File: src/rtl/pva_pkg.sv
// ----------------------------------------------------------------------------
// pva_pkg: shared types and constants of the voice allocator
// Payload structs, operation and register codes, and the command/status
// bundles between the controller and the datapath.
// ----------------------------------------------------------------------------
package pva_pkg;

  localparam int NOTE_W     = 7;
  localparam int VOICE_W    = 4;
  localparam int OPCODE_W   = 3;
  localparam int CFG_IDX_W  = 2;
  localparam int CFG_DATA_W = 5;

  // Operation codes.
  localparam logic [OPCODE_W-1:0] OP_NOTE_ON   = 3'd0;
  localparam logic [OPCODE_W-1:0] OP_NOTE_OFF  = 3'd1;
  localparam logic [OPCODE_W-1:0] OP_FIND      = 3'd2;
  localparam logic [OPCODE_W-1:0] OP_CLR_NOTES = 3'd3;
  localparam logic [OPCODE_W-1:0] OP_FULL_CLR  = 3'd4;

  // Configuration register indexes.
  localparam logic [CFG_IDX_W-1:0] CFG_ACTIVE_VOICES = 2'd0;
  localparam logic [CFG_IDX_W-1:0] CFG_CYCLIC_MODE   = 2'd1;

  localparam logic [CFG_DATA_W-1:0] ACTIVE_VOICES_RST = 5'd16;
  localparam logic [NOTE_W-1:0]     NOTE_ALL_ONES     = 7'h7f;

  typedef struct packed {
    logic [OPCODE_W-1:0] opcode;
    logic [NOTE_W-1:0]   note;
  } pva_in_t;

  typedef struct packed {
    logic [VOICE_W-1:0] voice;
    logic               found;
  } pva_out_t;

  typedef enum logic [1:0] {
    SM_NOTE  = 2'd0,
    SM_LRU   = 2'd1,
    SM_TOUCH = 2'd2,
    SM_FILL  = 2'd3
  } scan_mode_t;

  typedef enum logic [1:0] {
    V_HIT = 2'd0,
    V_LRU = 2'd1,
    V_RR  = 2'd2
  } v_sel_t;

  typedef struct packed {
    logic       load;
    logic       scan_run;
    scan_mode_t scan_mode;
    logic       v_load;
    v_sel_t     v_sel;
    logic       rr_step;
    logic       vt_wr;
    logic       vt_ones;
    logic       act_clr;
    logic       clr_notes;
    logic       rl_head;
    logic       res_set;
    logic       res_found;
  } pva_cmd_t;

  typedef struct packed {
    logic [OPCODE_W-1:0] op;
    logic                n_zero;
    logic                cyclic;
    logic                scan_done;
    logic                hit;
  } pva_sts_t;

endpackage

File: src/rtl/pva_ctrl.sv
// ----------------------------------------------------------------------------
// pva_ctrl: operation sequencer of the voice allocator
// Walks each operation through its table scans, writes and result beat.
// ----------------------------------------------------------------------------
module pva_ctrl
  import pva_pkg::*;
(
  input  logic     clk,
  input  logic     rst_n,
  input  logic     start,
  output logic     busy,
  output logic     out_valid,
  input  pva_sts_t sts,
  output pva_cmd_t cmd
);

  typedef enum logic [9:0] {
    S_IDLE     = 10'b00_0000_0001,
    S_DISPATCH = 10'b00_0000_0010,
    S_MATCH    = 10'b00_0000_0100,
    S_LRU      = 10'b00_0000_1000,
    S_RR       = 10'b00_0001_0000,
    S_WRITE    = 10'b00_0010_0000,
    S_TOUCH    = 10'b00_0100_0000,
    S_HEAD     = 10'b00_1000_0000,
    S_FILL     = 10'b01_0000_0000,
    S_DONE     = 10'b10_0000_0000
  } state_t;

  state_t state_r, state_nxt;

  always_ff @(posedge clk) begin
    if (!rst_n) begin
      state_r <= S_IDLE;
    end else begin
      state_r <= state_nxt;
    end
  end

  assign busy      = (state_r != S_IDLE);
  assign out_valid = (state_r == S_DONE);

  always_comb begin
    state_nxt = state_r;
    cmd       = '0;
    unique case (state_r)
      S_IDLE: begin
        if (start) begin
          cmd.load  = 1'b1;
          state_nxt = S_DISPATCH;
        end
      end
      S_DISPATCH: begin
        unique case (sts.op)
          OP_NOTE_ON: begin
            if (sts.n_zero) begin
              cmd.res_set = 1'b1;
              state_nxt   = S_DONE;
            end else if (sts.cyclic) begin
              state_nxt = S_RR;
            end else begin
              state_nxt = S_MATCH;
            end
          end
          OP_NOTE_OFF: begin
            if (sts.n_zero) begin
              cmd.res_set = 1'b1;
              state_nxt   = S_DONE;
            end else begin
              state_nxt = S_MATCH;
            end
          end
          OP_FIND: begin
            state_nxt = S_MATCH;
          end
          OP_CLR_NOTES: begin
            cmd.clr_notes = 1'b1;
            cmd.res_set   = 1'b1;
            state_nxt     = S_DONE;
          end
          OP_FULL_CLR: begin
            cmd.clr_notes = 1'b1;
            state_nxt     = S_FILL;
          end
          default: begin
            cmd.res_set = 1'b1;
            state_nxt   = S_DONE;
          end
        endcase
      end
      S_MATCH: begin
        cmd.scan_run  = 1'b1;
        cmd.scan_mode = SM_NOTE;
        if (sts.scan_done) begin
          cmd.v_load = 1'b1;
          cmd.v_sel  = V_HIT;
          if (sts.op == OP_FIND || !sts.hit) begin
            if (sts.op == OP_NOTE_ON) begin
              state_nxt = S_LRU;
            end else begin
              cmd.res_set   = 1'b1;
              cmd.res_found = sts.hit;
              state_nxt     = S_DONE;
            end
          end else begin
            state_nxt = S_WRITE;
          end
        end
      end
      S_LRU: begin
        cmd.scan_run  = 1'b1;
        cmd.scan_mode = SM_LRU;
        if (sts.scan_done) begin
          cmd.v_load = 1'b1;
          cmd.v_sel  = V_LRU;
          state_nxt  = S_WRITE;
        end
      end
      S_RR: begin
        cmd.rr_step = 1'b1;
        cmd.v_load  = 1'b1;
        cmd.v_sel   = V_RR;
        state_nxt   = S_WRITE;
      end
      S_WRITE: begin
        if (sts.op == OP_NOTE_OFF) begin
          if (sts.cyclic) begin
            // Round-robin release marks the entry with all ones.
            cmd.vt_wr     = 1'b1;
            cmd.vt_ones   = 1'b1;
            cmd.res_set   = 1'b1;
            cmd.res_found = 1'b1;
            state_nxt     = S_DONE;
          end else begin
            cmd.act_clr = 1'b1;
            state_nxt   = S_TOUCH;
          end
        end else begin
          cmd.vt_wr = 1'b1;
          state_nxt = S_TOUCH;
        end
      end
      S_TOUCH: begin
        cmd.scan_run  = 1'b1;
        cmd.scan_mode = SM_TOUCH;
        if (sts.scan_done) begin
          state_nxt = S_HEAD;
        end
      end
      S_HEAD: begin
        cmd.rl_head   = 1'b1;
        cmd.res_set   = 1'b1;
        cmd.res_found = 1'b1;
        state_nxt     = S_DONE;
      end
      S_FILL: begin
        cmd.scan_run  = 1'b1;
        cmd.scan_mode = SM_FILL;
        if (sts.scan_done) begin
          cmd.res_set = 1'b1;
          state_nxt   = S_DONE;
        end
      end
      S_DONE: begin
        state_nxt = S_IDLE;
      end
      default: begin
        state_nxt = S_IDLE;
      end
    endcase
  end

endmodule

File: src/rtl/pva_dp.sv
// ----------------------------------------------------------------------------
// pva_dp: voice table, recency list and scan engine
// Holds both tables in memories with one read and one write port, scans them
// one entry per cycle and keeps the configuration and result registers.
// ----------------------------------------------------------------------------
module pva_dp
  import pva_pkg::*;
#(
  parameter int VOICES = 16
) (
  input  logic                  clk,
  input  logic                  rst_n,
  input  pva_cmd_t              cmd,
  output pva_sts_t              sts,
  input  pva_in_t               in_data,
  input  logic                  cfg_we,
  input  logic [CFG_IDX_W-1:0]  cfg_index,
  input  logic [CFG_DATA_W-1:0] cfg_data,
  output pva_out_t              out_data
);

  localparam int VW = (VOICES > 1) ? $clog2(VOICES) : 1;
  localparam int CW = $clog2(VOICES + 1);
  localparam logic [VW-1:0] TOP_VOICE = VW'(VOICES - 1);

  // Configuration.
  logic [CFG_DATA_W-1:0] active_voices_r;
  logic                  cyclic_r;
  logic [CW-1:0]         n_eff;

  always_ff @(posedge clk) begin
    if (!rst_n) begin
      active_voices_r <= ACTIVE_VOICES_RST;
      cyclic_r        <= 1'b0;
    end else if (cfg_we) begin
      if (cfg_index == CFG_ACTIVE_VOICES) begin
        active_voices_r <= cfg_data;
      end else if (cfg_index == CFG_CYCLIC_MODE) begin
        cyclic_r <= cfg_data[0];
      end
    end
  end

  always_comb begin
    if (8'(active_voices_r) < 8'(VOICES)) begin
      n_eff = CW'(active_voices_r);
    end else begin
      n_eff = CW'(VOICES);
    end
  end

  // Operation registers.
  logic [OPCODE_W-1:0] op_r;
  logic [NOTE_W-1:0]   note_r;

  always_ff @(posedge clk) begin
    if (cmd.load) begin
      op_r   <= in_data.opcode;
      note_r <= in_data.note;
    end
  end

  // Per-entry flags. An entry whose valid bit is clear reads as its reset value.
  logic [VOICES-1:0] act_r;
  logic [VOICES-1:0] ntv_r;
  logic [VOICES-1:0] rlv_r;

  // Scan engine.
  logic [CW-1:0] idx_r;
  logic [CW-1:0] dst_r;
  logic          dq_vld_r;
  logic [VW-1:0] dq_addr_r;
  logic          hit_r;
  logic [VW-1:0] hit_idx_r;
  logic          inact_r;
  logic [VW-1:0] inact_v_r;
  logic          any_r;
  logic [VW-1:0] any_v_r;
  logic [VW-1:0] v_r;
  logic [VW-1:0] rr_r;
  logic          found_r;

  logic [CW-1:0] rev_idx;
  logic [VW-1:0] rd_addr;
  logic          issue;
  logic          scan_done;

  assign rev_idx   = n_eff - idx_r - CW'(1);
  assign rd_addr   = (cmd.scan_mode == SM_TOUCH) ? rev_idx[VW-1:0] : idx_r[VW-1:0];
  assign issue     = cmd.scan_run && (idx_r != n_eff);
  assign scan_done = cmd.scan_run && (idx_r == n_eff) && !dq_vld_r;

  // Memories with registered read data.
  logic [NOTE_W-1:0] note_mem [VOICES];
  logic [VW-1:0]     rl_mem   [VOICES];
  logic [NOTE_W-1:0] nt_q;
  logic              ntv_q;
  logic [VW-1:0]     rl_q;
  logic              rlv_q;

  logic [NOTE_W-1:0] nt_wdata;
  logic              rl_we;
  logic [VW-1:0]     rl_waddr;
  logic [VW-1:0]     rl_wdata;

  assign nt_wdata = cmd.vt_ones ? NOTE_ALL_ONES : note_r;

  always_ff @(posedge clk) begin
    if (cmd.vt_wr) begin
      note_mem[v_r] <= nt_wdata;
    end
    nt_q  <= note_mem[rd_addr];
    ntv_q <= ntv_r[rd_addr];
  end

  always_ff @(posedge clk) begin
    if (rl_we) begin
      rl_mem[rl_waddr] <= rl_wdata;
    end
    rl_q  <= rl_mem[rd_addr];
    rlv_q <= rlv_r[rd_addr];
  end

  // Data stage of the scan.
  logic [NOTE_W-1:0] note_val;
  logic [VW-1:0]     rl_c;
  logic              rl_c_in;
  logic              note_match;
  logic              touch_wr;

  assign note_val   = ntv_q ? nt_q : '0;
  assign rl_c       = rlv_q ? rl_q : (TOP_VOICE - dq_addr_r);
  assign rl_c_in    = (CW'(rl_c) < n_eff);
  assign note_match = dq_vld_r && (cmd.scan_mode == SM_NOTE) && (note_val == note_r) &&
                      ((op_r != OP_FIND) || act_r[dq_addr_r]);
  assign touch_wr   = cmd.scan_run && dq_vld_r && (cmd.scan_mode == SM_TOUCH) &&
                      (rl_c != v_r);

  always_comb begin
    rl_we    = 1'b0;
    rl_waddr = '0;
    rl_wdata = v_r;
    if (cmd.rl_head) begin
      rl_we = 1'b1;
    end else if (touch_wr) begin
      rl_we    = 1'b1;
      rl_waddr = dst_r[VW-1:0];
      rl_wdata = rl_c;
    end else if (issue && (cmd.scan_mode == SM_FILL)) begin
      rl_we    = 1'b1;
      rl_waddr = idx_r[VW-1:0];
      rl_wdata = rev_idx[VW-1:0];
    end
  end

  always_ff @(posedge clk) begin
    if (!rst_n) begin
      idx_r    <= '0;
      dst_r    <= '0;
      dq_vld_r <= 1'b0;
      hit_r    <= 1'b0;
      inact_r  <= 1'b0;
      any_r    <= 1'b0;
    end else if (!cmd.scan_run || scan_done) begin
      idx_r    <= '0;
      dst_r    <= n_eff - CW'(1);
      dq_vld_r <= 1'b0;
      hit_r    <= 1'b0;
      inact_r  <= 1'b0;
      any_r    <= 1'b0;
    end else begin
      if (issue) begin
        idx_r <= idx_r + CW'(1);
      end
      dq_vld_r <= issue && (cmd.scan_mode != SM_FILL);
      if (note_match && !hit_r) begin
        hit_r <= 1'b1;
      end
      if (dq_vld_r && (cmd.scan_mode == SM_LRU) && rl_c_in) begin
        any_r <= 1'b1;
        if (!act_r[rl_c]) begin
          inact_r <= 1'b1;
        end
      end
      if (touch_wr) begin
        dst_r <= dst_r - CW'(1);
      end
    end
  end

  // Payload side of the scan results.
  always_ff @(posedge clk) begin
    dq_addr_r <= rd_addr;
    if (note_match && !hit_r) begin
      hit_idx_r <= dq_addr_r;
    end
    if (dq_vld_r && (cmd.scan_mode == SM_LRU) && rl_c_in) begin
      any_v_r <= rl_c;
      if (!act_r[rl_c]) begin
        inact_v_r <= rl_c;
      end
    end
  end

  // Round-robin pick wraps to zero when it reaches the voice count.
  logic [VW:0]   rr_inc;
  logic [VW-1:0] rr_pick;

  assign rr_inc  = {1'b0, rr_r} + (VW + 1)'(1);
  assign rr_pick = (rr_inc >= (VW + 1)'(n_eff)) ? '0 : rr_inc[VW-1:0];

  always_ff @(posedge clk) begin
    if (!rst_n) begin
      rr_r <= '0;
    end else if (cmd.rr_step) begin
      rr_r <= rr_pick;
    end
  end

  always_ff @(posedge clk) begin
    if (cmd.v_load) begin
      unique case (cmd.v_sel)
        V_HIT: v_r <= hit_idx_r;
        V_LRU: begin
          if (inact_r) begin
            v_r <= inact_v_r;
          end else if (any_r) begin
            v_r <= any_v_r;
          end else begin
            v_r <= '0;
          end
        end
        V_RR:    v_r <= rr_pick;
        default: v_r <= '0;
      endcase
    end
  end

  always_ff @(posedge clk) begin
    if (!rst_n) begin
      found_r <= 1'b0;
    end else if (cmd.res_set) begin
      found_r <= cmd.res_found;
    end
  end

  // Entry flags.
  always_ff @(posedge clk) begin
    if (!rst_n) begin
      act_r <= '0;
      ntv_r <= '0;
      rlv_r <= '0;
    end else begin
      if (cmd.clr_notes) begin
        for (int i = 0; i < VOICES; i++) begin
          if (CW'(i) < n_eff) begin
            act_r[i] <= 1'b0;
            ntv_r[i] <= 1'b0;
          end
        end
      end
      if (cmd.vt_wr) begin
        act_r[v_r] <= 1'b1;
        ntv_r[v_r] <= 1'b1;
      end
      if (cmd.act_clr) begin
        act_r[v_r] <= 1'b0;
      end
      if (rl_we) begin
        rlv_r[rl_waddr] <= 1'b1;
      end
    end
  end

  assign sts.op        = op_r;
  assign sts.n_zero    = (n_eff == '0);
  assign sts.cyclic    = cyclic_r;
  assign sts.scan_done = scan_done;
  assign sts.hit       = hit_r;

  assign out_data.voice = found_r ? VOICE_W'(v_r) : '0;
  assign out_data.found = found_r;

endmodule

File: src/rtl/poly_voice_allocator_lru.sv
// ----------------------------------------------------------------------------
// poly_voice_allocator_lru: least-recently-used polyphonic voice allocator
// Assigns, releases and looks up synthesizer voices for note events.
// ----------------------------------------------------------------------------
// One operation is in flight at a time: start is taken while busy is low, and
// busy stays high until the result beat, which is on out_data for exactly one
// cycle with out_valid high and cannot be held off. Every table scan walks one
// entry per cycle through memories with one read and one write port, over the
// N entries of the effective voice count (active_voices capped at VOICES); the
// recency rebuild of a full clear writes its entries rather than reading them.
// A note on scans for its note and, on a miss, the recency list for the least
// recently used voice, inactive ones first; it then writes the voice and moves
// it to the head of the list. Round-robin note on picks the next voice without
// a scan. A note off that finds its voice marks it inactive and moves it to the
// head, or marks it with all ones in round-robin mode. When N is zero, note on
// and note off return not found without a scan. Configuration writes are always
// ready and belong in idle time. No clearing pass is needed after reset.
module poly_voice_allocator_lru
  import pva_pkg::*;
#(
  parameter int VOICES = 16
) (
  input  logic                  clk,
  input  logic                  rst_n,
  input  logic                  start,
  output logic                  busy,
  input  pva_in_t               in_data,
  output logic                  out_valid,
  output pva_out_t              out_data,
  input  logic                  cfg_valid,
  output logic                  cfg_ready,
  input  logic [CFG_IDX_W-1:0]  cfg_index,
  input  logic [CFG_DATA_W-1:0] cfg_data
);

  pva_cmd_t cmd;
  pva_sts_t sts;

  assign cfg_ready = 1'b1;

  pva_ctrl u_ctrl (
    .clk       (clk),
    .rst_n     (rst_n),
    .start     (start),
    .busy      (busy),
    .out_valid (out_valid),
    .sts       (sts),
    .cmd       (cmd)
  );

  pva_dp #(
    .VOICES (VOICES)
  ) u_dp (
    .clk       (clk),
    .rst_n     (rst_n),
    .cmd       (cmd),
    .sts       (sts),
    .in_data   (in_data),
    .cfg_we    (cfg_valid && cfg_ready),
    .cfg_index (cfg_index),
    .cfg_data  (cfg_data),
    .out_data  (out_data)
  );

endmodule
File: config.mk
export PLATFORM = sky130hd
export DESIGN_NAME = poly_voice_allocator_lru
export DESIGN_NICKNAME = d
export VERILOG_FILES = /design/src/rtl/pva_pkg.sv /design/src/rtl/pva_ctrl.sv /design/src/rtl/pva_dp.sv /design/src/rtl/poly_voice_allocator_lru.sv
export SDC_FILE = /design/constraint.sdc
export NUM_CORES = 1
export LEC_CHECK = 0
export BUFFER_PORTS_ARGS = -buffer_cell sky130_fd_sc_hd__buf_2
export CAP_MARGIN = 20
export CORE_MARGIN = 2
export CORE_UTILIZATION = 53
export CTS_BUF_LIST = sky130_fd_sc_hd__clkbuf_8
export CTS_CLUSTER_SIZE = 14
export DETAILED_ROUTE_END_ITERATION = 16
export GPL_ROUTABILITY_DRIVEN = 1
export PLACE_DENSITY = 0.7
export SLEW_MARGIN = 20
export SYNTH_ARGS = -nofsm -noshare
export SYNTH_HDL_FRONTEND = slang
export SYNTH_HIERARCHICAL = 1
export SYNTH_SLANG_ARGS = --single-unit
File: constraint.sdc
create_clock -name clk -period 4.4 [get_ports clk]
set_input_delay 0.22 -clock clk [delete_from_list [all_inputs] [get_ports clk]]
set_output_delay 0.22 -clock clk [all_outputs]
set_load 0.1 [all_outputs]
==> metrics.cfg <==
[run_status]
status=finished, final reports clean

[synthesis]
yosys.area.top_type=edfxtp_1
synth.most_common_cell=nand2_1
ys_async_sr_fraction=0
yosys.area_share.adder=0.01275
yosys.area_share.simple=0.1963
ys.flop_type=edfxtp_1
synth_xor_area_frac=0.01712
ys.warnings.count=6
synth_edf_count=202
avgSynthCellArea_um2=10.64
synth_top_family_by_area=simple AND/OR/NAND/NOR gates
yosys.area.top_type_share=0.4415
ys_top_cells_by_area=edfxtp_1 44%, dfxtp_1 14%, nand2_1 6.9%
synth_cell_type_count=84
netlist_area_mm2=0.01374
syn_inst=1291
synth_common_cells=252 x nand2_1, 202 x edfxtp_1, 102 x nor2_1
synth_nets=1326
synth_seq_cells=301
synth_seq_area_share=0.5857
muxShareOfSynthArea=0.03861
synth_compound_area_frac=0.1132

[floorplan]
die_area_mm2=0.02723
num_rows=58
fp.dieW_um=165.0
pin_count=29
die_height_um=165.0
core_mm2=0.02533
initial_utilization=0.5425

[finish]
seq_area_mm2=0.008048
area_growth_pct=12.42
stdcell_count=1708
nets=1372
layout-drive-gt1-share=0.1299
multi_input_area_mm2=0.005235
stdcell_area_mm2=0.01545
n_fill_cell=2055
antennaDiodeCount=0

[clock_tree]
post_cts_buffers=0
clkTransAtPathRegs_ns=0.06
postCtsHoldBufs=15
clock_latency_ns=0.58
post_cts_resized=0
cts_tree=yes
numCtsBuffers=50
htreeDepth=2
cts_root_buf=clkbuf_8
clock_sinks=301
clockBufferDepth=3

[setup_path]
crit_top_cell=nand2_1
endpoint=u_dp/rl_mem[6][2]
worst-path-max-fanout=12
startpoint=u_ctrl/state_r[4]
required_ns=4.63
crit_family=simple AND/OR/NAND/NOR gates
ff2ff_path_depth=9
worst-path-stages=9
cp-start-kind=flip-flop
r2r-end=u_dp/rl_mem[6][2]
critPathSlowestCell=or4_1
ff2ff_setup_slack_ns=0.48
path_class=flip-flop to flip-flop
critPathCaptureType=flip-flop
path_cells=nor4_4 > nand2_1 > or4_1 > nand2_1 > nor2b_1 > nand3_1 > a41o_1 > o32a_2 > nor3_2
worst_path_largest_cell_delay_ns=0.45
worst-path-buf-inv=0
arrival_ns=4.15
timing.rr.start=u_ctrl/state_r[4]

[timing]
fin_tns_setup_ns=0
fin_skew_ns=0.03561
tightest_slew_ns=1.061
setup_viol=0
max_freq_ghz=0.2552
min_period_ns=3.919
max-slew-margin-rel=0.2910
hold_violations=0
slew_violations=0
setup_ws_ns=0.4808
rsz0062_at_grt=no
period_share=0.8907

[grt]
grt_pass1_vias=9846
grt_util_met2=0.4148
grt_pass1_wl_um=53460
grt_use_met1=0.3491
grt_use_total=0.2547
antenna_found_initial=0
grt_overflow=0
met3_usage=0.04043
busiest_layer=met2
grt_max_degree=61

[placed_design]
gp_congestion=0.8909
pre_cts_slack_ns=0.5816
detailed_place.area_mm2=0.01422
post-dp-hpwl_um=21540
io_buffers=27
dpl.cell_count=1600

[detailed_routing]
via_count=10160
wl_per_cell_um=19.74
routed_wl_um=33720
drt_iter0_markers=1178
post_drt_via_cell_ratio=5.947
ant_nets=0
post-route-drc-count=0
first_pass_iters=5

[flow_run]
maxCapViolations=0

[power]
cellPowerDensity_mw_per_mm2=376.0
peakVddDrop_v=0.0002799
p_total_w=0.005808
leakage_nw=5.592

[min_path]
hold_path.class=input port to flip-flop
holdPathStages=4

==> power breakdown <==
group,switching [W],internal (W)
clock,0.00112,0.00146
combinational,0.000116,0.0000564
sequential,0.0000255,0.00303
total,0.00126,0.00455
==> stage by stage <==
stage	util	hold slack (ns)
global placement	0.5615	0.4010
CTS	0.6096	0.005799
floorplan	-	0.3189
finish	0.6099	0.02620
detailed placement	0.5615	0.3986
global route	0.6099	0.05810
==> worst min-delay path, cell delays in order <==
cell and delay [ns]:
buf_2 0.10, nand3b_1 0.09, mux2i_1 0.07, nor2_1 0.07
==> logic make-up after synthesis <==
| logic type | count (synthesis) |
|---|---|
| AO/OA/AOI/OAI | 233 |
| XOR/XNOR | 26 |
| adder cells (fa/ha/maj) | 14 |
| buffers and inverters | 107 |
| flip-flops | 301 |
| multiplexers | 41 |
| other | 1 |
| AND/OR/NAND/NOR | 568 |
==> worst min-delay path by stage <==
stage                          start                end  slack, ns
after global routing           start  u_ctrl/state_r[0]       0.06
after detailed placement  in_data[6]     u_dp/note_r[6]       0.40
after floorplan           in_data[0]     u_dp/note_r[0]       0.32
final                      cfg_valid      u_dp/cyclic_r       0.03
after global placement    in_data[2]     u_dp/note_r[2]       0.40
after CTS                  cfg_valid      u_dp/cyclic_r      0.006
==> cell usage in the layout (no fill, tap or decap), types with 30 or more instances in the layout <==
master    instances
edfxtp_1        202
and3_1           30
nand2_1         252
mux2i_1          30
inv_1            43
a21oi_1          58
o21ai_0          44
nand3_1          65
clkbuf_8         59
dfxtp_1          99
nor2_1          102
==> registers in the layout, summed over array words and instances, names as in the netlist, 5 cells and up <==
register,flops
u_dp/note_mem,112
u_dp/act_r,16
u_dp/note_r,7
u_dp/nt_q,7
u_dp/rl_mem,64
u_ctrl/state_r,10
u_dp/ntv_r,16
u_dp/rlv_r,16
u_dp/active_voices_r,5
u_dp/idx_r,5
==> final cells by class <==
type / count / area share
Clock buffer: 59 / 0.05257
Multi-Input combinational cell: 883 / 0.3389
Inverter: 29 / 0.007047
Timing Repair Buffer: 72 / 0.03710
Sequential cell: 301 / 0.5210
Tap cell: 330 / 0.02673
Clock inverter: 34 / 0.01661
==> per-layer routing <==
layer / vias to the layer above / part of all wire
met5: - / 0
met4: 0 / 0.025
met3: 69 / 0.069
met2: 406 / 0.47
met1: 4920 / 0.43
li1: 4762 / -
(Power assumes the default switching activity.)
